==> src/sv/wpi_pkg.sv <==
// Package of types and constants for the waypoint pose interpolator.
`default_nettype none
package wpi_pkg;
    localparam int WP_MAX = 512;
    localparam int WP_AW  = $clog2(WP_MAX);
    localparam int CNT_W  = ($clog2(WP_MAX + 1) > 10) ? $clog2(WP_MAX + 1) : 10;

    typedef enum logic [1:0] {
        CMD_TICK  = 2'd0,
        CMD_START = 2'd1,
        CMD_STOP  = 2'd2,
        CMD_LOAD  = 2'd3
    } t_cmd;

    typedef enum logic {
        CFG_PERIOD = 1'b0,
        CFG_COUNT  = 1'b1
    } t_cfg_idx;

    typedef enum logic [3:0] {
        S_IDLE, S_RD_B, S_LAT_B, S_LAT_A, S_DIV_STEPS, S_T_START, S_DIV_T,
        S_MUL, S_ACC, S_FINISH
    } t_state;

    typedef struct packed {
        logic [15:0]        dur;
        logic signed [15:0] yaw;
        logic signed [15:0] pitch;
        logic signed [15:0] roll;
        logic signed [20:0] z;
        logic signed [20:0] y;
        logic signed [20:0] x;
    } t_wp;

    typedef struct packed {
        logic        start;
        logic [31:0] dividend;
        logic [15:0] divisor;
    } t_div_req;

    typedef struct packed {
        logic        done;
        logic [31:0] quotient;
    } t_div_rsp;
endpackage
`default_nettype wire

==> src/sv/wpi_div.sv <==
// Serial restoring divider, one quotient bit per cycle.
`default_nettype none
module wpi_div (
    input  wire logic              i_clk,
    input  wire logic              i_rst_n,
    input  wire wpi_pkg::t_div_req i_req,
    output wpi_pkg::t_div_rsp      o_rsp
);
    import wpi_pkg::*;

    logic [16:0] r_rem;
    logic [31:0] r_quo;
    logic [15:0] r_dvs;
    logic [4:0]  r_cnt;
    logic        r_busy;
    logic        r_done;
    logic [16:0] rem_sh;
    logic        fits;

    assign rem_sh = {r_rem[15:0], r_quo[31]};
    assign fits   = rem_sh >= {1'b0, r_dvs};

    // control
    always_ff @(posedge i_clk) begin
        if (!i_rst_n) begin
            r_busy <= 1'b0;
            r_done <= 1'b0;
            r_cnt  <= '0;
        end else begin
            r_done <= 1'b0;
            if (i_req.start) begin
                r_busy <= 1'b1;
                r_cnt  <= '0;
            end else if (r_busy) begin
                r_cnt <= r_cnt + 5'd1;
                if (r_cnt == 5'd31) begin
                    r_busy <= 1'b0;
                    r_done <= 1'b1;
                end
            end
        end
    end

    // datapath
    always_ff @(posedge i_clk) begin
        if (i_req.start) begin
            r_rem <= '0;
            r_quo <= i_req.dividend;
            r_dvs <= i_req.divisor;
        end else if (r_busy) begin
            r_rem <= fits ? (rem_sh - {1'b0, r_dvs}) : rem_sh;
            r_quo <= {r_quo[30:0], fits};
        end
    end

    assign o_rsp.done     = r_done;
    assign o_rsp.quotient = r_quo;
endmodule
`default_nettype wire

==> config.mk <==
export PLATFORM = sky130hd
export DESIGN_NAME = wpi_div
export DESIGN_NICKNAME = d
export VERILOG_FILES = /design/src/sv/wpi_pkg.sv /design/src/sv/wpi_div.sv
export SDC_FILE = /design/constraint.sdc
export NUM_CORES = 1
export LEC_CHECK = 0
export ABC_AREA = 1
export BUFFER_PORTS_ARGS = -buffer_cell sky130_fd_sc_hd__buf_4
export CAP_MARGIN = 10
export CORE_UTILIZATION = 50
export DETAILED_ROUTE_END_ITERATION = 12
export PLACE_DENSITY = 0.85
export REMOVE_ABC_BUFFERS = 1
export SYNTH_ARGS = -nofsm -noshare
export SYNTH_HDL_FRONTEND = slang
export SYNTH_SLANG_ARGS = --single-unit
==> constraint.sdc <==
create_clock -name i_clk -period 5 [get_ports i_clk]
set_clock_uncertainty 0.15 [all_clocks]
set_input_delay 0 -clock i_clk [delete_from_list [all_inputs] [get_ports i_clk]]
set_output_delay 0 -clock i_clk [all_outputs]
set_load 0.02 [all_outputs]
==> impl_metrics.csv <==
group,metric,value,unit
detailed_routing,met3_length,909,um
finish,areaGrowthSynthToFinish,33.8,%
sta,maxSlewViolCount,0,
min_path,hold_depth,1,
clocking,cts_tree,"done",
detailed_routing,drcViolationCount,0,
logic_synthesis,yosys.area.top_type_share,35.6,%
critical_path,end_kind,"flip-flop",
pwr,power.switching,403,uW
die,start_util,52.1,%
clocking,numCtsBuffers,9,
logic_synthesis,ys_types,34,
grt,grt.total_usage,25.7,%
die,core,7770,um2
logic_synthesis,synth_area_leader_cell,"edfxtp_1",
pwr,pwr-share-seq,50.6,%
clocking,ctsResizeCount,0,
critical_path,r2r-start,"r_dvs[14]$_DFFE_PP_",
sta,rsz0062_at_grt,"no",
finish,fill_cells,576,
grt,overflow,0,
sta,worstMarginPinSlew,923,ps
critical_path,crit_path_start_kind,"flip-flop",
pwr,vdd_drop_max,0.201,mV
sta,period_share,43.1,%
sta,relSlewSlack,38.1,%
sta,finalWorstSetupSlack,2840,ps
logic_synthesis,async_reset_ff_share,0,%
finish,antenna_cells,0,
pwr,p_sw_share,29.1,%
grt,grt_pass1_vias,3892,
critical_path,worstSetupPathType,"reg2reg",
detailed_routing,drtPass1Iterations,5,
die,die_w,91.9,um
logic_synthesis,synthTopCellsByArea,"edfxtp_1 (36%), nand2_1 (22%), dfxtp_1 (11%), ha_1 (5.6%), inv_1 (5.5%)",
finish,multi_input_area,1800,um2
sta,setup_viol,0,
pwr,p_leak,0.00280,uW
clocking,cts_setup_buffers,0,
clocking,clkTransAtPathRegs,80,ps
grt,grt_start_max_net_pins,52,
finish,design_area,5410,um2
die,fp.dieH,91.9,um
pwr,p_per_area,256,nW/um2
logic_synthesis,yosysSeqAreaShare,47.0,%
flow_run,max-cap-violations,0,
place,placed_cell_area,4720,um2
sta,period_needed,2160,ps
clocking,htree_num_levels,3,
detailed_routing,ant_nets,0,
critical_path,reg2reg_depth,10,
detailed_routing,wl_met1,4280,um
clocking,cts_root_buf,"clkbuf_8",
detailed_routing,via_per_inst,5.18,
min_path,min_path_type,"in2reg",
logic_synthesis,yosys_register_bits,71,
clocking,cts_buffer_depth,2,
detailed_routing,drtIter0Drc,239,
min_path,hold_start,"i_req[48]",
min_path,hold_end,"r_dvs[8]$_DFFE_PP_",
sta,setup_tns,0,ps
die,die_area,8450,um2
logic_synthesis,yosysWarnings,0,
place,gp_congestion,0.895,
pwr,combPwrFrac,19.7,%
detailed_routing,highest_layer,"met4",
logic_synthesis,syn_area_per_cell,7.88,um2
place,pre_cts_ws,2750,ps
sta,hold_viol,0,
critical_path,reg2reg_to,"r_rem[13]$_SDFFE_PP0P_",
detailed_routing,via_count,3886,
logic_synthesis,ys.flop_type,"edfxtp_1",
pwr,pwr-share-clk,29.8,%
detailed_routing,drt-wirelength-per-cell,13.9,um
finish,nets,713,
place,io_buffers,83,
detailed_routing,wl_met2,5060,um
sta,max_freq,0.464,GHz
finish,mostFrequentLayoutCells,"nand2_1 (235), buf_4 (84), inv_1 (59)",
finish,final_layout_size_suffix_gt1_share,19.1,%
critical_path,regToRegSetupSlack,2840,ps
logic_synthesis,syn_area,4040,um2
critical_path,cp.arrival,2290,ps
status,outcome,"completed",
detailed_routing,routed_wl,10400,um
die,ios,84,
die,rows,32,
finish,register_area,1900,um2
critical_path,cp.required,5140,ps
clocking,clk_latency,350,ps
critical_path,worstPathMaxFanout,18,
grt,antenna_found_initial,0,
place,dpl.hpwl,6590,um
logic_synthesis,netlist_instances,513,
logic_synthesis,synth_enable_flop_cells,48,
grt,grt_pass1_wl,17300,um
finish,final_common_cell,"nand2_1",
clocking,cts_sinks,71,
pwr,p_int,981,uW
worst max-delay path, cell delays in order (launching register included):
cell      delay (ps)
edfxtp_1         330
inv_1             40
ha_1             330
a21oi_1          250
o21a_1           190
nand2_4           70
nor2_8           280
nand2_8          160
nand2_1          130
nand3_1           70
nand2_1           90
timing repair:
| action | 4_1_cts | 5_1_grt |
|---|---|---|
| setup endpoints to repair | 0 | 0 |
| hold buffers | 49 | 0 |
| endpoints found under the hold margin | 55 | 0 |
metrics by stage:
step | utilization [%] | cells | power [uW] | hold slack (ps)
after floorplan | - | 498 | 832 | -51.1
after global placement | 60.7 | 684 | 934 | 28.7
after detailed placement | 60.7 | 684 | 939 | 29.8
after CTS | 69.3 | 749 | 1380 | 17.6
after global routing | 69.7 | 750 | 1440 | 39.3
final | 69.7 | 750 | 1380 | 31.8
per-layer routing:
metal / vias up / GRT usage (%)
li1: 1884 / -
met3: 21 / 6.80
met5: - / 0
met2: 196 / 44.2
met1: 1785 / 30.7
met4: 0 / 9.90
flip-flops by register name, indices dropped and copies added (netlist names):
signal and flops:
r_quo 32, r_dvs 16, r_rem 16, r_cnt 5, r_busy 1, r_done 1
worst max path at each step:
stage | startpoint | end | slack (ps) | depth (start not counted)
5_1_grt | r_dvs[14]$_DFFE_PP_ | r_rem[10]$_SDFFE_PP0P_ | 2650 | 10
2_1_floorplan | r_busy$_SDFF_PN0_ | r_quo[0]$_DFFE_PP_ | 2870 | 2
6_report | r_dvs[14]$_DFFE_PP_ | r_rem[13]$_SDFFE_PP0P_ | 2840 | 10
3_3_place_gp | i_req[48] | r_quo[30]$_DFFE_PP_ | 2830 | 4
4_1_cts | r_busy$_SDFF_PN0_ | r_quo[31]$_DFFE_PP_ | 2810 | 3
3_5_place_dp | i_req[48] | r_quo[31]$_DFFE_PP_ | 2750 | 4
area by class of cell:
| cell class | count | share of cell area (%) |
|---|---|---|
| clock inverters | 6 | 0.879 |
| inverters | 68 | 4.72 |
| multi-input cells | 359 | 33.3 |
| repair buffers | 134 | 21.2 |
| well taps | 102 | 2.36 |
| clock buffers | 10 | 2.36 |
| flip-flops and latches | 71 | 35.1 |
power groups by stage:
stage / Sequential [uW] / Combinational, uW / Clock, uW
2_1_floorplan: 739 / 93.2 / 0
3_3_place_gp: 711 / 223 / 0
3_5_place_dp: 709 / 230 / 0
4_1_cts: 699 / 260 / 417
5_1_grt: 703 / 294 / 441
6_report: 700 / 272 / 412
Yosys cell counts (2+ instances only):
master / n
inv_1: 59
a21oi_1: 13
dfxtp_1: 23
o21ai_0: 3
nor2_1: 9
edfxtp_1: 48
nor3_1: 4
ha_1: 18
xnor2_1: 5
nand2_1: 235
nor2_2: 5
nand2_2: 3
nand3_2: 2
and3_1: 2
nand3_1: 27
nand3b_1: 17
inv_2: 8
nand4_1: 4
nand2_4: 2
buf_6: 2
buf_4: 3
clkbuf_1: 9
cell families after synthesis:
| group | synth area share [%] |
|---|---|
| and+or+nand+nor | 34.1 |
| buffers and inverters | 8.38 |
| DFF | 47.0 |
| AOI/OAI and AO/OA | 3.09 |
| adders and majority gates | 6.06 |
| xor gates and xnor gates | 1.30 |
Power figures use the tool's default switching activity.
